## src/sv/xsa_pkg.sv

```systemverilog
// Shared types, constants and the one-step generator function for the skip-ahead block.
package xsa_pkg;

    localparam int WORD_W    = 32;
    localparam int COLS      = 32;
    localparam int IDX_W     = 5;
    localparam int SHIFT_W   = 5;
    localparam int CFG_IDX_W = 2;

    localparam logic [WORD_W-1:0] MASK31 = 32'h7fff_ffff;

    // configuration register indexes
    localparam logic [CFG_IDX_W-1:0] REG_VARIANT = 2'd0;
    localparam logic [CFG_IDX_W-1:0] REG_SHIFT_A = 2'd1;
    localparam logic [CFG_IDX_W-1:0] REG_SHIFT_B = 2'd2;
    localparam logic [CFG_IDX_W-1:0] REG_SHIFT_C = 2'd3;

    // variant codes
    localparam logic VARIANT_RLR31 = 1'b0;
    localparam logic VARIANT_LRL   = 1'b1;

    typedef logic [WORD_W-1:0] word_t;

    // one generator step; wmask trims the wide variant to the state width
    function automatic word_t gen_step(
        input word_t              x_in,
        input logic               variant,
        input logic [SHIFT_W-1:0] sa,
        input logic [SHIFT_W-1:0] sb,
        input logic [SHIFT_W-1:0] sc,
        input word_t              wmask
    );
        word_t x;
        x = x_in;
        if (variant == VARIANT_RLR31) begin
            x = x & MASK31;
            x = x ^ (x >> sa);
            x = x ^ (x << sb);
            x = x & MASK31;
            x = x ^ (x >> sc);
        end else begin
            x = x & wmask;
            x = x ^ (x << sa);
            x = x & wmask;
            x = x ^ (x >> sb);
            x = x ^ (x << sc);
            x = x & wmask;
        end
        return x;
    endfunction

endpackage

```

## src/sv/xsa_ram.sv

```systemverilog
// Generic simple dual-port RAM: one write port, one read port with registered read data.
module xsa_ram #(
    parameter int WIDTH = 32,
    parameter int DEPTH = 32
) (
    input  logic                     aclk,
    input  logic                     we,
    input  logic [$clog2(DEPTH)-1:0] waddr,
    input  logic [WIDTH-1:0]         wdata,
    input  logic                     re,
    input  logic [$clog2(DEPTH)-1:0] raddr,
    output logic [WIDTH-1:0]         rdata
);

    logic [WIDTH-1:0] mem [DEPTH];

    always_ff @(posedge aclk) begin
        if (we) begin
            mem[waddr] <= wdata;
        end
        if (re) begin
            rdata <= mem[raddr];
        end
    end

endmodule

```

## src/sv/xsa_gf2_unit.sv

```systemverilog
// Column copy of the GF(2) matrix and its combinational matrix-vector product.
module xsa_gf2_unit (
    input  logic                aclk,
    input  logic                shift_en,
    input  xsa_pkg::word_t      col_in,
    input  xsa_pkg::word_t      vec_in,
    output xsa_pkg::word_t      product
);

    xsa_pkg::word_t cols_reg [xsa_pkg::COLS];

    // shift columns in from the top; after COLS shifts column j sits in lane j
    always_ff @(posedge aclk) begin
        if (shift_en) begin
            for (int k = 0; k < xsa_pkg::COLS - 1; k++) begin
                cols_reg[k] <= cols_reg[k+1];
            end
            cols_reg[xsa_pkg::COLS-1] <= col_in;
        end
    end

    // each lane adds its column where the vector bit is set
    always_comb begin
        product = '0;
        for (int k = 0; k < xsa_pkg::COLS; k++) begin
            if (vec_in[k]) begin
                product = product ^ cols_reg[k];
            end
        end
    end

endmodule

```

## src/sv/xorshift_skip_ahead.sv

```systemverilog
// Top level of the xorshift skip-ahead block: sequencer, matrix RAM, vector accumulator.
// Flow: build the one-step matrix, then for each count bit up to the highest set one update the
//   vector and, but for that last bit, square the matrix; a zero count gives the masked seed.
// Throughput: one item at a time; the matrix RAM read port moves one column per cycle and
//   each count bit but the last reads the 32 columns twice (vector update, then squaring).
// Reset: aresetn, synchronous and active low, returns to idle with no result pending and
//   loads the register defaults (variant 1, shifts 13, 17, 5); the RAM is not cleared.
module xorshift_skip_ahead #(
    parameter int STATE_BITS = 32,
    parameter int COUNT_BITS = 32
) (
    input  logic                            aclk,
    input  logic                            aresetn,
    // input items
    input  logic                            s_tvalid,
    output logic                            s_tready,
    input  logic [63:0]                     s_tdata,   // seed [31:0], skip_count [63:32]
    // result items
    output logic                            m_tvalid,
    input  logic                            m_tready,
    output logic [31:0]                     m_tdata,   // jumped_state [31:0]
    // configuration writes
    input  logic                            cfg_wr_en,
    input  logic [xsa_pkg::CFG_IDX_W-1:0]   cfg_index,
    input  logic [xsa_pkg::SHIFT_W-1:0]     cfg_data
);

    // count bits that can matter: the input field is 32 bits wide
    localparam int CNT_W = (COUNT_BITS < 32) ? COUNT_BITS : 32;
    localparam logic [31:0] WIDE_MASK =
        (STATE_BITS >= 32) ? 32'hffff_ffff : 32'((64'd1 << STATE_BITS) - 64'd1);

    typedef enum logic [2:0] {
        ST_IDLE,
        ST_BUILD,   // write the one-step matrix, one column a cycle
        ST_LOAD,    // stream columns into the copy and update the vector
        ST_SQUARE,  // square the matrix column by column, in place
        ST_DONE     // hand the vector to the output register
    } state_t;

    state_t                       state_reg, state_next;
    logic [xsa_pkg::IDX_W:0]      cnt_reg, cnt_next;
    logic [CNT_W-1:0]             count_reg, count_next;
    xsa_pkg::word_t               vec_reg, vec_next;
    xsa_pkg::word_t               acc_reg, acc_next;
    logic                         m_tvalid_reg, m_tvalid_next;
    xsa_pkg::word_t               m_tdata_reg, m_tdata_next;

    logic                         variant_reg, variant_next;
    logic [xsa_pkg::SHIFT_W-1:0]  shift_a_reg, shift_a_next;
    logic [xsa_pkg::SHIFT_W-1:0]  shift_b_reg, shift_b_next;
    logic [xsa_pkg::SHIFT_W-1:0]  shift_c_reg, shift_c_next;

    // matrix RAM ports
    logic                         ram_we;
    logic [xsa_pkg::IDX_W-1:0]    ram_waddr;
    xsa_pkg::word_t               ram_wdata;
    logic                         ram_re;
    logic [xsa_pkg::IDX_W-1:0]    ram_raddr;
    xsa_pkg::word_t               ram_rdata;

    logic                         copy_shift;
    xsa_pkg::word_t               product;

    logic [xsa_pkg::IDX_W-1:0]    col_idx;
    logic [xsa_pkg::IDX_W-1:0]    arr_idx;
    logic                         last_col;
    xsa_pkg::word_t               vmask;
    xsa_pkg::word_t               acc_term;
    logic [CNT_W-1:0]             in_count;

    assign col_idx  = cnt_reg[xsa_pkg::IDX_W-1:0];
    // read data of the previous cycle's address; wraps to the last column at the end
    assign arr_idx  = xsa_pkg::IDX_W'(cnt_reg - 1'b1);
    assign last_col = cnt_reg[xsa_pkg::IDX_W];
    assign vmask    = (variant_reg == xsa_pkg::VARIANT_RLR31) ? xsa_pkg::MASK31 : WIDE_MASK;
    assign in_count = s_tdata[32 +: CNT_W];
    assign acc_term = vec_reg[arr_idx] ? ram_rdata : '0;

    assign s_tready = (state_reg == ST_IDLE);
    assign m_tvalid = m_tvalid_reg;
    assign m_tdata  = m_tdata_reg;

    xsa_ram #(
        .WIDTH (xsa_pkg::WORD_W),
        .DEPTH (xsa_pkg::COLS)
    ) u_matrix_ram (
        .aclk  (aclk),
        .we    (ram_we),
        .waddr (ram_waddr),
        .wdata (ram_wdata),
        .re    (ram_re),
        .raddr (ram_raddr),
        .rdata (ram_rdata)
    );

    xsa_gf2_unit u_gf2 (
        .aclk     (aclk),
        .shift_en (copy_shift),
        .col_in   (ram_rdata),
        .vec_in   (ram_rdata),
        .product  (product)
    );

    // RAM and copy control, decoded from the phase
    always_comb begin
        ram_we     = 1'b0;
        ram_waddr  = col_idx;
        ram_wdata  = product;
        ram_re     = 1'b0;
        ram_raddr  = col_idx;
        copy_shift = 1'b0;
        case (state_reg)
            ST_BUILD: begin
                // column i is one step applied to unit vector i
                ram_we    = 1'b1;
                ram_wdata = xsa_pkg::gen_step(xsa_pkg::word_t'(1) << col_idx, variant_reg,
                                              shift_a_reg, shift_b_reg, shift_c_reg,
                                              WIDE_MASK);
            end
            ST_LOAD: begin
                ram_re     = !last_col;
                copy_shift = (cnt_reg != '0);
            end
            ST_SQUARE: begin
                // read column i, write squared column i-1 back in its place
                ram_re    = !last_col;
                ram_we    = (cnt_reg != '0);
                ram_waddr = arr_idx;
            end
            default: begin
            end
        endcase
    end

    // sequencer and register updates
    always_comb begin
        state_next    = state_reg;
        cnt_next      = cnt_reg;
        count_next    = count_reg;
        vec_next      = vec_reg;
        acc_next      = acc_reg;
        m_tdata_next  = m_tdata_reg;
        m_tvalid_next = m_tvalid_reg && !m_tready;
        variant_next  = variant_reg;
        shift_a_next  = shift_a_reg;
        shift_b_next  = shift_b_reg;
        shift_c_next  = shift_c_reg;

        if (cfg_wr_en) begin
            case (cfg_index)
                xsa_pkg::REG_VARIANT: variant_next = cfg_data[0];
                xsa_pkg::REG_SHIFT_A: shift_a_next = cfg_data;
                xsa_pkg::REG_SHIFT_B: shift_b_next = cfg_data;
                xsa_pkg::REG_SHIFT_C: shift_c_next = cfg_data;
                default: begin
                end
            endcase
        end

        case (state_reg)
            ST_IDLE: begin
                if (s_tvalid) begin
                    vec_next   = s_tdata[31:0] & vmask;
                    count_next = in_count;
                    cnt_next   = '0;
                    acc_next   = '0;
                    // a zero count returns the masked seed untouched
                    state_next = (in_count == '0) ? ST_DONE : ST_BUILD;
                end
            end
            ST_BUILD: begin
                cnt_next = cnt_reg + 1'b1;
                if (col_idx == xsa_pkg::IDX_W'(xsa_pkg::COLS - 1)) begin
                    cnt_next   = '0;
                    state_next = ST_LOAD;
                end
            end
            ST_LOAD: begin
                cnt_next = cnt_reg + 1'b1;
                if (cnt_reg != '0) begin
                    acc_next = acc_reg ^ acc_term;
                end
                if (last_col) begin
                    // last column is in: apply the power if this count bit is set
                    if (count_reg[0]) begin
                        vec_next = acc_reg ^ acc_term;
                    end
                    count_next = count_reg >> 1;
                    cnt_next   = '0;
                    acc_next   = '0;
                    state_next = ((count_reg >> 1) == '0) ? ST_DONE : ST_SQUARE;
                end
            end
            ST_SQUARE: begin
                cnt_next = cnt_reg + 1'b1;
                if (last_col) begin
                    cnt_next   = '0;
                    state_next = ST_LOAD;
                end
            end
            ST_DONE: begin
                // hold until the output register is free
                if (!m_tvalid_reg || m_tready) begin
                    m_tdata_next  = vec_reg;
                    m_tvalid_next = 1'b1;
                    state_next    = ST_IDLE;
                end
            end
            default: begin
                state_next = ST_IDLE;
            end
        endcase
    end

    always_ff @(posedge aclk) begin
        if (!aresetn) begin
            state_reg    <= ST_IDLE;
            cnt_reg      <= '0;
            m_tvalid_reg <= 1'b0;
            variant_reg  <= xsa_pkg::VARIANT_LRL;
            shift_a_reg  <= 5'd13;
            shift_b_reg  <= 5'd17;
            shift_c_reg  <= 5'd5;
        end else begin
            state_reg    <= state_next;
            cnt_reg      <= cnt_next;
            m_tvalid_reg <= m_tvalid_next;
            variant_reg  <= variant_next;
            shift_a_reg  <= shift_a_next;
            shift_b_reg  <= shift_b_next;
            shift_c_reg  <= shift_c_next;
        end
        count_reg   <= count_next;
        vec_reg     <= vec_next;
        acc_reg     <= acc_next;
        m_tdata_reg <= m_tdata_next;
    end

    // the in-place squaring never reads and writes one column in the same cycle
    assert property (@(posedge aclk) disable iff (!aresetn)
        (ram_we && ram_re) |-> (ram_waddr != ram_raddr))
        else $error("matrix RAM read and write hit the same column");

    // no matrix work runs once the count is used up
    assert property (@(posedge aclk) disable iff (!aresetn)
        (state_reg == ST_LOAD || state_reg == ST_SQUARE) |-> (count_reg != '0))
        else $error("matrix pass with an empty count");

    // an accepted item closes the input until its result is handed over
    assert property (@(posedge aclk) disable iff (!aresetn)
        (s_tvalid && s_tready) |=> !s_tready)
        else $error("input still open after an accept");

    // a result appears only out of the hand-over state
    assert property (@(posedge aclk) disable iff (!aresetn)
        $rose(m_tvalid_reg) |-> $past(state_reg == ST_DONE))
        else $error("result raised outside hand-over");

endmodule

```

## config.mk

```make
export PLATFORM = sky130hd
export DESIGN_NAME = xorshift_skip_ahead
export DESIGN_NICKNAME = d
export VERILOG_FILES = /design/src/sv/xsa_pkg.sv /design/src/sv/xsa_ram.sv /design/src/sv/xsa_gf2_unit.sv /design/src/sv/xorshift_skip_ahead.sv
export SDC_FILE = /design/constraint.sdc
export NUM_CORES = 2
export LEC_CHECK = 0
export ABC_AREA = 0
export ABC_CLOCK_PERIOD_IN_PS = 56800
export BUFFER_PORTS_ARGS = -buffer_cell sky130_fd_sc_hd__buf_2
export CELL_PAD_IN_SITES_DETAIL_PLACEMENT = 1
export CELL_PAD_IN_SITES_GLOBAL_PLACEMENT = 2
export CORE_AREA = 10 10 565 456
export DETAILED_ROUTE_END_ITERATION = 16
export DIE_AREA = 0 0 575 466
export PLACE_DENSITY = 0.88
export REMOVE_ABC_BUFFERS = 1
export SYNTH_ARGS = -nofsm -noshare
export SYNTH_HDL_FRONTEND = slang
export SYNTH_HIERARCHICAL = 1
export SYNTH_SLANG_ARGS = --single-unit
```

## constraint.sdc

```tcl
create_clock -name aclk -period 56.8 [get_ports aclk]
set_input_delay 11.36 -clock aclk [delete_from_list [all_inputs] [get_ports aclk]]
set_output_delay 11.36 -clock aclk [all_outputs]
set_load 0.01 [all_outputs]
```

# == Word level (Yosys, flattened, before mapping) ==
# Memories as Yosys holds them, arrays and structs flattened. A register that Yosys moved wholly into a read port is not among the register bits.
# Index checks and enable logic that the tools add are counted.
# classes
eq_ne,15
shift,7
order_cmp,1
mul,0
n_div,0
bitwise,39
n_mux,71
add_sub_neg,2
n_reduce_logical,23
# op_table
op,count
$mux W32,44
$xor A32 B32 Y32,35
$pmux W32 S2,3
$logic_not A32 Y1,2
$shl A32 B5 Y32,2
$shr A31 B5 Y32,2
$xor A31 B32 Y32,2
$and A32 B32 Y32,1
$shl A1 B5 Y32 const A,1
$shl A32 B5 Y31,1
$shr A32 B5 Y32,1
$xor A31 B31 Y31,1
$mux W3,7
$mux W6,3
$pmux W6 S3,1
$pmux W3 S5,1
$ne A2 B2 Y1 const B,6
$reduce_and A2 Y1,6
$mux W1,9
$add A6 B1 Y6 const B,1
$eq A3 B2 Y1 const B,2
$lt A5 B6 Y1 const B,1
$reduce_and A3 Y1,2
$reduce_bool A6 Y1,1
20 further kinds,23
# word_totals
out_inout_bits,34
ramBits,2048
mem_count,2
in_bits,76
word_cells,171
mem_bits_ro,0
reg_bits,154
latch_bits,0
# memory_table
name,depth,word_bits,rd,rd_ports_with_merged_regs,wr,line,source
u_gf2.cols_reg,32,32,32,0,32,xsa_gf2_unit.sv:10,xsa_pkg::word_t cols_reg [xsa_pkg::COLS];
u_matrix_ram.mem,32,32,1,1,1,xsa_ram.sv:15,logic [WIDTH-1:0] mem [DEPTH];

# == Logic depth before layout (Yosys ltp) ==
# logic_depth
word_depth,64
ltp_mapped,25
ltp_nobuf,18

# == Hierarchy ==
# Netlist, hierarchy kept.
# by_module_without_submodules
mod,area_per_inst_um2,n_inst,cells_per_inst,seq_area_each_um2
xsa_gf2_unit,43954.7,1,3136,30749.5
xsa_ram,40812.9,1,2260,31710.4
xorshift_skip_ahead,25363.1,1,3369,4364.2

# == Worst setup path after synthesis ==
# OpenSTA, ideal clock, no wires.
# synth_timing
path_type,register to register
startpoint,reg cnt_reg[0] (netlist name)
endpoint,mem u_gf2/cols_reg[0][0] (netlist name) (enable)
path_stages_with_launch,9
n_path_buf,3
slack_ns,10.162
required_time_ns,54.360
arrival_ns,44.197
setup_time_ns,2.440
synth_period_minus_slack_ns,46.638
path_cell_list,dfxtp_1 > clkbuf_1 > buf_1 > inv_1 > ha_1 > or4b_1 > buf_2 > nor2_1 > nor2_1
# synth_rtl
element,line,source
"start, declared",xorshift_skip_ahead.sv:42,"logic [xsa_pkg::IDX_W:0] cnt_reg, cnt_next;"
"start signal, assigned",xorshift_skip_ahead.sv:227,cnt_reg <= cnt_next;
"end, declared",xsa_gf2_unit.sv:10,

# == Worst setup path after layout ==
# layout_timing
startpoint,reg state_reg[0]
endpoint,out s_tready
# layout_via
elab_chain_cells,1
# layout_lines
element,line,source
"start, declared",xorshift_skip_ahead.sv:41,"state_t state_reg, state_next;"
"start signal, assigned",xorshift_skip_ahead.sv:226,state_reg <= state_next;
$logic_not A3 Y1,xorshift_skip_ahead.sv:80,assign s_tready = (state_reg == ST_IDLE);
"end, declared",xorshift_skip_ahead.sv:16,"output logic s_tready,"
# No other way between the ends.

==> metrics <==
Worst-Margin Slew=1.40 ns; number of global-route vias before repair=80914; Hold Startpoint=u_gf2/cols_reg[0][507]; antenna violations before repair=21; Wirelength per Cell=35.3 um; # DRC=0; core area=roughly 250000 um2; Antenna Nets Post-Route=0; FFs w/ async S/R, synth=0%; clock buffer count from CTS=224; Die Ht=466 um; clock skew=0.0949 ns; Final WS setup=43.16 ns; width of the die=575 um; critical path endpoint category=output port; Placed Cells=11918; Leakage=39.2 nW; Post-synth EDFFs=2208; Worst-Skew Late Latency=roughly 0.94 ns; fmax=73.3 MHz; fin crit share=between 20 and 25%; crit start category=flop; Worst EP required=between 40 and 50 ns; largest area contributor in the netlist=edfxtp_1; Overflow after GRT=0; post-CTS setup buffer count=0; data arrival time at the worst-slack endpoint=2.28 ns; Final Util=between 40 and 50%; post-synth cell types=141; htree depth=4; clk buf depth=4; Yosys reg bits=roughly 2200; Fillers=~25000; # rows=about 160; Seq/Total Area, Yosys=between 60% and 70%; Cells on Worst Hold Path=0; top cells by area, synth=edfxtp_1 60%, xnor2_1 6.9%, mux2i_1 5.4%; routed vias=80031; Post-Layout Cell Count=12340; pwr dens=slightly below 70 nW/um2; Critical R2R Launch=shift_a_reg[2]; number of max-cap violations=0; nets=8930; YS warnings=6; Final Max Tran Viols=0; TNS Setup=0 ns; drt first pass iters=6; reg2reg end=u_matrix_ram/mem[27][11]; Clock Sinks=2234; CP Class=reg -> out; Initial Util=44.8%; top-count cell post-synth=edfxtp_1; Yosys top cell area share=60.2%; CTS hold repair buffers=0; Syn Inst Count=8765; # IOs=110; die area=268000 um2; R2R Setup Slk=47.40 ns; Hold Crit Endpoint=u_gf2/cols_reg[0][475]; most common flop cell mapped by yosys=edfxtp_1; post-layout minimum cycle time=13.64 ns; Final Total Pwr=0.00839 W; final setup fails=0; Post-Route WL=435 mm; clk slew on worst S/H paths=roughly 0.060 ns; Via density=6.49; first-pass GRT wire length=roughly 610 mm; worst hold path class=reg -> reg; cell area after synthesis=110000 um2; VDD IR-drop max=0.0985 mV; 1st-iter DRT viols=10813; synth cell count leaders=2208 x edfxtp_1, 1576 x nand2_1, 867 x xnor2_1; pin count of the biggest net entering global routing=around 200; worst r2r path cells=18; clk root buf=clkbuf_16; GRT Overall Usage=31.1%; Area growth, synth to finish=10.4%; CTS tree=done; outcome=completed; Avg Synthesized Cell Area=12.6 um2; post-CTS sizing=0; CP Max Fanout=11; RSZ-0062 raised after global routing=no; hpwl dp=279 mm; Slew HR=6.45%; share of post-route cells with drive strength above 1=11.2%; Port Buffers=109; final hold vios=0; Placement Setup Slack=43.25 ns; Final GP Congestion=0.986
worst max-delay path: stages, from the launching register on:
cell and delay (ns):
dfxtp_1 0.43, nor3_1 0.68, buf_2 0.27
placed cells by master, fill, tap and decap left out, types with 42 or more instances in the layout:
master / count
edfxtp_1: 2208
xnor2_1: 866
clkbuf_16: 226
buf_2: 109
a21oi_1: 246
a22oi_1: 127
nand3_1: 215
o211ai_1: 89
nor3_1: 125
nand2_1: 1574
o21ai_0: 151
mux2i_1: 593
nor4_1: 53
nor2_1: 297
clkinv_2: 50
buf_4: 267
clkbuf_1: 51
o22ai_1: 47
clkinv_1: 45
a211oi_1: 73
nand4_1: 42
xor2_1: 293
a31oi_1: 71
a22o_1: 82
where the power goes:
group | internal (W) | total (W) | switching, W
clock network | 0.000816 | 0.00146 | 0.000648
registers | 0.00322 | 0.00330 | 0.0000792
logic | 0.000844 | 0.00363 | 0.00279
total | 0.00488 | 0.00839 | 0.00351
worst max path at each step:
stage            startpoint                    to  slack (ns)  depth (start not counted)
5_1_grt        state_reg[0]              s_tready       43.05                          2
6_report       state_reg[0]              s_tready       43.16                          2
4_1_cts        state_reg[0]              s_tready       43.13                          2
3_5_place_dp       s_tvalid           vec_reg[24]       43.25                          5
3_3_place_gp       s_tvalid           vec_reg[28]       43.32                          5
2_1_floorplan    cnt_reg[0]  u_gf2/cols_reg[0][0]       -8.04                          5
area by class of cell:
| class | instances | area (um2) | area share [%] |
|---|---|---|---|
| Tap cell | 3300 | 4130 | 3.39 |
| Clock inverter | 127 | 1170 | 0.963 |
| Inverter | 34 | 128 | 0.105 |
| Clock buffer | 277 | 5850 | 4.81 |
| Antenna cell | 17 | 42.5 | 0.0350 |
| Sequential cell | 2234 | 66900 | 55.0 |
| Multi-Input combinational cell | 5969 | 40800 | 33.5 |
| Timing Repair Buffer | 382 | 2670 | 2.19 |
cell families (layout without fill, tap and decap cells):
kind of cell               Yosys count  after routing  synth area share, %
adders and majority gates            9              9                0.102
and+or+nand+nor                   2693           2693                 11.0
buffers and inverters              562            820                 2.75
muxes                              668            668                 6.51
DFF                               2234           2234                 60.7
other                                0             17                    0
AOI/OAI and AO/OA                 1431           1431                 9.63
xor gates and xnor gates          1168           1168                 9.35
per-stage QoR:
stage               area (um2)  hold slack [ns]
global route            122000            0.434
floorplan               107000            0.421
CTS                     122000            0.417
detailed placement      115000            0.433
finish                  122000            0.425
global placement        115000            0.428
routing by layer:
metal	GRT usage [%]	vias up	wire [um]
li1	-	32768	-
met1	43.3	41809	180000
met2	46.5	4589	188000
met3	9.89	855	51700
met4	9.70	10	15100
met5	0	-	77
(Power assumes the default switching activity.)
